[src/sv/rgb_to_hsl_converter_top_defines.svh]
// Assertion macros used by the RGB to HSL converter RTL.
// No dependencies; included by files that carry concurrent assertions.
`ifndef RGB_TO_HSL_CONVERTER_TOP_DEFINES_SVH
`define RGB_TO_HSL_CONVERTER_TOP_DEFINES_SVH

// same-cycle implication, disabled in reset
`define RHC_ASSERT_IMPLY(label, clk, rst_n, ante, cons, msg) \
	label: assert property (@(posedge clk) disable iff (!rst_n) (ante) |-> (cons)) \
		else $error(msg);

// next-cycle implication, disabled in reset
`define RHC_ASSERT_NEXT(label, clk, rst_n, ante, cons, msg) \
	label: assert property (@(posedge clk) disable iff (!rst_n) (ante) |=> (cons)) \
		else $error(msg);

`endif

[src/sv/rhc_pkg.sv]
// Types, widths and constants for the RGB to HSL converter.
// No dependencies; imported by every RTL module of the block.
package rhc_pkg;

	localparam int CH_W    = 8;
	localparam int HUE_W   = 15;
	localparam int SAT_W   = 16;
	localparam int LSUM_W  = 9;
	localparam int NUM_W   = 24;
	localparam int QUO_W   = 16;
	localparam int DEN_W   = 8;
	localparam int K_W     = 11;
	localparam int KS_W    = 12;

	localparam int DIV_BITS   = 2;
	localparam int DIV_STAGES = QUO_W / DIV_BITS;

	localparam int QUEUE_DEPTH_DEF = 4;

	localparam logic [NUM_W-1:0]  HUE_PER_SECTOR = 24'd3840;
	localparam logic [NUM_W-1:0]  SAT_SCALE      = 24'd65535;
	localparam logic [HUE_W-1:0]  HUE_FULL_TURN  = 15'd23040;
	localparam logic [LSUM_W-1:0] LSUM_MAX       = 9'd510;
	localparam logic [LSUM_W-1:0] LSUM_MID       = 9'd255;

	typedef struct packed {
		logic [CH_W-1:0] red;
		logic [CH_W-1:0] green;
		logic [CH_W-1:0] blue;
	} rgb_t;

	typedef struct packed {
		logic [HUE_W-1:0]  hue;
		logic [SAT_W-1:0]  saturation;
		logic [LSUM_W-1:0] lightness_sum;
	} hsl_t;

	typedef struct packed {
		logic [NUM_W-1:0]  hue_num;
		logic [DEN_W-1:0]  hue_den;
		logic [NUM_W-1:0]  sat_num;
		logic [DEN_W-1:0]  sat_den;
		logic [LSUM_W-1:0] lightness_sum;
	} work_t;

	typedef struct packed {
		logic [DEN_W-1:0] rem;
		logic [QUO_W-1:0] nq;
		logic [DEN_W-1:0] den;
	} div_lane_t;

	typedef struct packed {
		div_lane_t         hue;
		div_lane_t         sat;
		logic [LSUM_W-1:0] lightness_sum;
	} div_stage_t;

endpackage

[src/sv/rgb_to_hsl_converter_top.sv]
// Path from an accepted rgb beat to its hsl beat: front register, queue slot,
// then 8 divider stages of 2 quotient bits each.
// Throughput: one pixel per cycle while hsl_ready is held high, set by the fully pipelined divider lanes.
// Reset: arst_n clears all valid flags and queue pointers; no pass needed.
// Depends on rhc_pkg, rhc_front, rhc_queue, rhc_back and the defines header.
`include "rgb_to_hsl_converter_top_defines.svh"

module rgb_to_hsl_converter_top import rhc_pkg::*; #(
	parameter int QUEUE_DEPTH = QUEUE_DEPTH_DEF
) (
	input  logic clk,
	input  logic arst_n,
	input  rgb_t rgb,
	input  logic rgb_valid,
	output logic rgb_ready,
	output hsl_t hsl,
	output logic hsl_valid,
	input  logic hsl_ready
);

	work_t f_work, q_work;
	logic  f_valid, f_ready, q_valid, q_ready;

	rhc_front u_front (
		.clk        (clk),
		.arst_n     (arst_n),
		.rgb        (rgb),
		.rgb_valid  (rgb_valid),
		.rgb_ready  (rgb_ready),
		.work       (f_work),
		.work_valid (f_valid),
		.work_ready (f_ready)
	);

	rhc_queue #(
		.DEPTH (QUEUE_DEPTH)
	) u_queue (
		.clk        (clk),
		.arst_n     (arst_n),
		.push_data  (f_work),
		.push_valid (f_valid),
		.push_ready (f_ready),
		.pop_data   (q_work),
		.pop_valid  (q_valid),
		.pop_ready  (q_ready)
	);

	rhc_back u_back (
		.clk        (clk),
		.arst_n     (arst_n),
		.work       (q_work),
		.work_valid (q_valid),
		.work_ready (q_ready),
		.hsl        (hsl),
		.hsl_valid  (hsl_valid),
		.hsl_ready  (hsl_ready)
	);

	`RHC_ASSERT_IMPLY(a_hue_range, clk, arst_n, hsl_valid, hsl.hue < HUE_FULL_TURN, "hue out of range")
	`RHC_ASSERT_IMPLY(a_sat_extreme, clk, arst_n,
		hsl_valid && (hsl.lightness_sum == '0 || hsl.lightness_sum == LSUM_MAX),
		hsl.saturation == '0, "nonzero saturation on black or white")
	`RHC_ASSERT_IMPLY(a_grey_hue, clk, arst_n, hsl_valid && hsl.saturation == '0,
		hsl.hue == '0, "zero saturation with nonzero hue")
	`RHC_ASSERT_NEXT(a_lsum_hold, clk, arst_n, hsl_valid && !hsl_ready,
		hsl_valid && $stable(hsl.lightness_sum), "stalled result changed")

endmodule

[src/sv/rhc_front.sv]
// Front end: accepts RGB beats, finds max/min/chroma and the hue sector,
// and registers dividend/divisor pairs for the back end. Uses rhc_pkg.
module rhc_front import rhc_pkg::*; (
	input  logic  clk,
	input  logic  arst_n,
	input  rgb_t  rgb,
	input  logic  rgb_valid,
	output logic  rgb_ready,
	output work_t work,
	output logic  work_valid,
	input  logic  work_ready
);

	logic [CH_W-1:0]   mx, mn, c, dv;
	logic [LSUM_W-1:0] sum, dv_full;
	logic signed [KS_W-1:0] r_s, g_s, b_s, c_s, k_s;
	work_t w;
	work_t work_s1;
	logic  v_s1;

	always_comb begin
		mx = rgb.red;
		if (rgb.green > mx) mx = rgb.green;
		if (rgb.blue > mx) mx = rgb.blue;
		mn = rgb.red;
		if (rgb.green < mn) mn = rgb.green;
		if (rgb.blue < mn) mn = rgb.blue;
		c   = mx - mn;
		sum = {1'b0, mx} + {1'b0, mn};

		r_s = signed'(KS_W'(rgb.red));
		g_s = signed'(KS_W'(rgb.green));
		b_s = signed'(KS_W'(rgb.blue));
		c_s = signed'(KS_W'(c));

		// hue numerator in sector units; red wins ties, then green
		if (mx == rgb.red) begin
			if (rgb.green >= rgb.blue) k_s = g_s - b_s;
			else k_s = 12'sd6 * c_s - (b_s - g_s);
		end else if (mx == rgb.green) begin
			k_s = 12'sd2 * c_s + b_s - r_s;
		end else begin
			k_s = 12'sd4 * c_s + r_s - g_s;
		end

		dv_full = (sum <= LSUM_MID) ? sum : LSUM_MAX - sum;
		dv      = dv_full[CH_W-1:0];

		// zero divisor: numerator is zero too, divide by one gives zero
		w.hue_num       = NUM_W'(k_s[K_W-1:0]) * HUE_PER_SECTOR;
		w.hue_den       = (c == '0) ? DEN_W'(1) : c;
		w.sat_num       = NUM_W'(c) * SAT_SCALE;
		w.sat_den       = (dv == '0) ? DEN_W'(1) : dv;
		w.lightness_sum = sum;
	end

	assign rgb_ready  = !v_s1 || work_ready;
	assign work       = work_s1;
	assign work_valid = v_s1;

	always_ff @(posedge clk or negedge arst_n) begin
		if (!arst_n) begin
			v_s1 <= 1'b0;
		end else if (rgb_valid && rgb_ready) begin
			v_s1 <= 1'b1;
		end else if (work_ready) begin
			v_s1 <= 1'b0;
		end
	end

	always_ff @(posedge clk) begin
		if (rgb_valid && rgb_ready) begin
			work_s1 <= w;
		end
	end

endmodule

[src/sv/rhc_queue.sv]
// Short FIFO of work beats between front and back ends.
// Register storage, one read port at the head. Uses rhc_pkg.
module rhc_queue import rhc_pkg::*; #(
	parameter int DEPTH = QUEUE_DEPTH_DEF
) (
	input  logic  clk,
	input  logic  arst_n,
	input  work_t push_data,
	input  logic  push_valid,
	output logic  push_ready,
	output work_t pop_data,
	output logic  pop_valid,
	input  logic  pop_ready
);

	localparam int PTR_W = $clog2(DEPTH);
	localparam int CNT_W = $clog2(DEPTH + 1);

	work_t             mem_q [DEPTH];
	logic [PTR_W-1:0]  wr_q, rd_q;
	logic [CNT_W-1:0]  cnt_q;
	logic              push, pop;

	assign push_ready = (cnt_q != CNT_W'(DEPTH));
	assign pop_valid  = (cnt_q != '0);
	assign pop_data   = mem_q[rd_q];
	assign push       = push_valid && push_ready;
	assign pop        = pop_valid && pop_ready;

	always_ff @(posedge clk or negedge arst_n) begin
		if (!arst_n) begin
			wr_q  <= '0;
			rd_q  <= '0;
			cnt_q <= '0;
		end else begin
			if (push) wr_q <= (wr_q == PTR_W'(DEPTH - 1)) ? '0 : wr_q + 1'b1;
			if (pop) rd_q <= (rd_q == PTR_W'(DEPTH - 1)) ? '0 : rd_q + 1'b1;
			if (push && !pop) cnt_q <= cnt_q + 1'b1;
			else if (pop && !push) cnt_q <= cnt_q - 1'b1;
		end
	end

	always_ff @(posedge clk) begin
		if (push) begin
			mem_q[wr_q] <= push_data;
		end
	end

endmodule

[src/sv/rhc_back.sv]
// Back end: two pipelined restoring dividers (hue and saturation),
// DIV_BITS quotient bits per stage, last stage is the output register. Uses rhc_pkg.
module rhc_back import rhc_pkg::*; (
	input  logic  clk,
	input  logic  arst_n,
	input  work_t work,
	input  logic  work_valid,
	output logic  work_ready,
	output hsl_t  hsl,
	output logic  hsl_valid,
	input  logic  hsl_ready
);

	localparam int LAST = DIV_STAGES - 1;

	function automatic div_lane_t div_step(div_lane_t l);
		div_lane_t        o;
		logic [DEN_W:0]   r9;
		o = l;
		for (int i = 0; i < DIV_BITS; i++) begin
			r9 = {o.rem, o.nq[QUO_W-1]};
			if (r9 >= {1'b0, o.den}) begin
				r9    = r9 - {1'b0, o.den};
				o.nq  = {o.nq[QUO_W-2:0], 1'b1};
			end else begin
				o.nq  = {o.nq[QUO_W-2:0], 1'b0};
			end
			o.rem = r9[DEN_W-1:0];
		end
		return o;
	endfunction

	div_stage_t             stg_s [DIV_STAGES];
	logic [DIV_STAGES-1:0]  pv_s;
	div_stage_t             head;
	logic                   adv;

	assign adv        = !pv_s[LAST] || hsl_ready;
	assign work_ready = adv;

	// quotient fits in QUO_W bits, so the top dividend bits are already below den
	always_comb begin
		head.hue.rem       = work.hue_num[NUM_W-1:QUO_W];
		head.hue.nq        = work.hue_num[QUO_W-1:0];
		head.hue.den       = work.hue_den;
		head.sat.rem       = work.sat_num[NUM_W-1:QUO_W];
		head.sat.nq        = work.sat_num[QUO_W-1:0];
		head.sat.den       = work.sat_den;
		head.lightness_sum = work.lightness_sum;
	end

	always_ff @(posedge clk or negedge arst_n) begin
		if (!arst_n) begin
			pv_s <= '0;
		end else if (adv) begin
			pv_s <= {pv_s[DIV_STAGES-2:0], work_valid};
		end
	end

	always_ff @(posedge clk) begin
		if (adv) begin
			stg_s[0].hue           <= div_step(head.hue);
			stg_s[0].sat           <= div_step(head.sat);
			stg_s[0].lightness_sum <= head.lightness_sum;
			for (int i = 1; i < DIV_STAGES; i++) begin
				stg_s[i].hue           <= div_step(stg_s[i-1].hue);
				stg_s[i].sat           <= div_step(stg_s[i-1].sat);
				stg_s[i].lightness_sum <= stg_s[i-1].lightness_sum;
			end
		end
	end

	assign hsl_valid         = pv_s[LAST];
	assign hsl.hue           = stg_s[LAST].hue.nq[HUE_W-1:0];
	assign hsl.saturation    = stg_s[LAST].sat.nq[SAT_W-1:0];
	assign hsl.lightness_sum = stg_s[LAST].lightness_sum;

endmodule
[config.mk]
export PLATFORM = sky130hd
export DESIGN_NAME = rgb_to_hsl_converter_top
export DESIGN_NICKNAME = d
export VERILOG_FILES = /design/src/sv/rhc_pkg.sv /design/src/sv/rgb_to_hsl_converter_top.sv /design/src/sv/rhc_front.sv /design/src/sv/rhc_queue.sv /design/src/sv/rhc_back.sv
export VERILOG_INCLUDE_DIRS = /design/src /design/src/sv
export SDC_FILE = /design/constraint.sdc
export NUM_CORES = 2
export LEC_CHECK = 0
export ABC_AREA = 0
export ABC_CLOCK_PERIOD_IN_PS = 18330
export BUFFER_PORTS_ARGS = -buffer_cell sky130_fd_sc_hd__buf_2
export CORE_ASPECT_RATIO = 1.75
export CORE_UTILIZATION = 35
export DETAILED_ROUTE_END_ITERATION = 6
export SYNTH_ARGS = -nofsm -noshare
export SYNTH_HDL_FRONTEND = slang
export SYNTH_SLANG_ARGS = --single-unit
[constraint.sdc]
create_clock -name clk -period 18.33 [get_ports clk]
set_input_delay 1.833 -clock clk [delete_from_list [all_inputs] [get_ports clk]]
set_output_delay 1.833 -clock clk [all_outputs]
set_load 0.02 [all_outputs]
==> impl_results.md <==
* Status: finished clean
* Cts hold-fix bufs at 0
* Drt via density at 4.96
* Top Ports at 70
* CTS tree: done
* Syn Inst Count at 3,760
* Site row count at 179
* Setup bufs post-CTS at 0
* Final net count at 4,354
* Port bufs at 69
* Post-synth top area cell: edfxtp_1
* CTS Root Cell: clkbuf_16
* Initial antenna violation count at 1
* CTS max path bufs at 3
* CP max stage cell: fa_1
* Required @ worst endpoint at 18,720 ps
* Fmax at 84.5 MHz
* Crit-path max FO at 11
* GPL Wtd Cong at 0.884
* Top cell type's share of synthesized area at 0.506
* Drt pass-1 iters at 5
* Pins Over Slew Limit at 0
* Critical path capture point type: flop
* H-tree depth at 3
* Sequential share of the synthesized area at 0.514
* Slew @ Worst Pin at 1150 ps
* Synthesized cell area at 48,000 um^2
* Core region area at 136,000 um^2
* # clock sinks at 824
* Starting density of the core at 0.353
* Flops & latches, synth at 824
* Gr ovfl total at 0
* Drt wl/cell at 16.8 um
* Worst path arrival time at 12,230 ps
* Synth area leaders: edfxtp_1 (51%), ha_1 (11%), mux2_2 (4.2%), fa_1 (3.8%), inv_1 (3.3%)
* Clock Latency Late Sink at 670 ps
* Final hold vios at 0
* Die Ht at 492 um
* FFs w/ async S/R, synth at 0.0194
* Top post-synthesis cells by count: edfxtp_1 (808), inv_1 (416), ha_1 (414)
* Top_reg_cell synth: edfxtp_1
* Hold Path Class: reg -> reg
* GRT Util Overall at 0.139
* Share of cells above drive strength 1 at 0.136
* Worst hold margin at 396 ps
* Layout Area Growth over Synthesis at 9.65%
* DR iter-0 viols at 872
* First-pass GRT wire length at 152,000 um
* Worst setup SP type: input pin
* Min Tclk post-route at 11,830 ps
* Total CTS buffers at 75
* Vias in the first global route at 30.2k
* Hpwl dp at 73,000 um
* Fin crit share at 0.646
* Number of synthesized flops with an enable pin at 808
* Largest net degree at the start of global routing at 156
* Synth Net Count at 4,293
* Rel. slew slack at 0.230
* Most numerous cell in the Yosys netlist: edfxtp_1
* # Max-Cap Violations at 0
* Final setup viols at 0
* Synth unique cells at 95
* Final wirelength at 95,500 um
* Die ar. at 139,000 um^2
* Via count at 28.2k
* Post-DRT Antenna Nets at 0
* Ys Warns at 0
* DIE WIDTH at 282 um
* Cts repair resizes at 0
* Avg Synthesized Cell Area at 12.8 um^2
* CP peak stage delay at 550 ps
* Setup TNS at 0 ps
* RSZ-0062 raised after global routing: no
* Critical path class: in -> reg
* Clock Skews at 32.2 ps
* CTS clk-pin slew, worst paths at 60 ps
* DRC Markers at 0
## placed cells by master (no fill, tap or decap), drive strengths merged, types with 12 or more instances in the layout
master and n:
edfxtp 808, a21o 51, or3 16, and3 26, buf 88, clkbuf 87
nand2b 21, a21boi 41, nor2 203, o21a 34, nand3b 13, nand4 52
xnor2 135, o41ai 16, and2 12, o21bai 24, or2 43, o211ai 12
inv 428, nand2 111, nor3b 12, a211oi 12, fa 91, o21ai 172
clkinv 35, ha 414, xor2 92, mux4 59, mux2i 45, nand3 44
nor3 68, a21oi 209, mux2 214, dfrtp 16, nor2b 65
## metrics by stage
step	utilization	area, um^2	worst slack, ps	cells
global placement	0.369	50200	5980	5554
global route	0.387	52600	5760	5692
finish	0.387	52600	6500	5692
CTS	0.387	52600	6530	5691
floorplan	-	48000	391	3760
detailed placement	0.369	50200	5840	5554
## routing by layer
layer,GRT usage,up-vias,share of wire
li1,-,13831,-
met1,0.124,13772,0.34
met2,0.290,388,0.59
met3,0.0154,217,0.023
met4,0.0752,0,0.048
met5,0,-,0
## critical path: cells and delay by family
family | cells | cell delay [ps]
XOR/XNOR | 3 | 470
AO/OA/AOI/OAI | 19 | 4140
AND/OR/NAND/NOR | 10 | 1880
buffers and inverters | 5 | 640
adder cells (fa/ha/maj) | 8 | 3240
## kinds of logic after synthesis
logic type                 after synthesis  share of synthesized area
buffers and inverters                  524                     0.0447
DFF                                    824                      0.514
AOI/OAI and AO/OA                      660                     0.0928
adders and majority gates              506                      0.146
xor gates and xnor gates               227                     0.0419
muxes                                  318                     0.0873
and+or+nand+nor                        701                     0.0733
## state kept, by name (all words and copies together), names as in the netlist
| name | count |
|---|---|
| u_front.work | 63 |
| u_queue.cnt_q | 3 |
| u_front.work_valid | 1 |
| u_queue.rd_q | 2 |
| u_back.pv_s | 8 |
| u_queue.wr_q | 2 |
| u_back.stg_s | 493 |
| u_queue.mem_q | 252 |
## cell type report
class                      instances  area, um^2
sequential                       824       24700
fill                           12955       83300
clock buffer                      87        1940
antenna                            1        2.50
inverter                         420        1580
tap                             1810        2260
multi-input combinational       2412       21200
clock inverter                    50         470
timing repair buffer              88         500
## path summary, 6_finish.rpt
check | from | endpoint | slack, ps | cells after the start
worst min register to register | u_back.stg_s[1][131] | u_back.stg_s[1][206] | 400 | 0
worst min-delay path | u_back.stg_s[1][131] | u_back.stg_s[1][206] | 400 | 0
worst max register to register | u_queue.rd_q[0] | u_back.stg_s[0][40] | 11310 | 22
min in group asynchronous | arst_n | u_queue.cnt_q[2] | 1090 | 1
worst max-delay path | rgb[13] | u_front.work[70] | 6500 | 45
max in group asynchronous | arst_n | u_queue.rd_q[0] | 16950 | 1
Power is not shown: default switching activity piles up to over one toggle a cycle in this logic, so the estimate is an artifact.
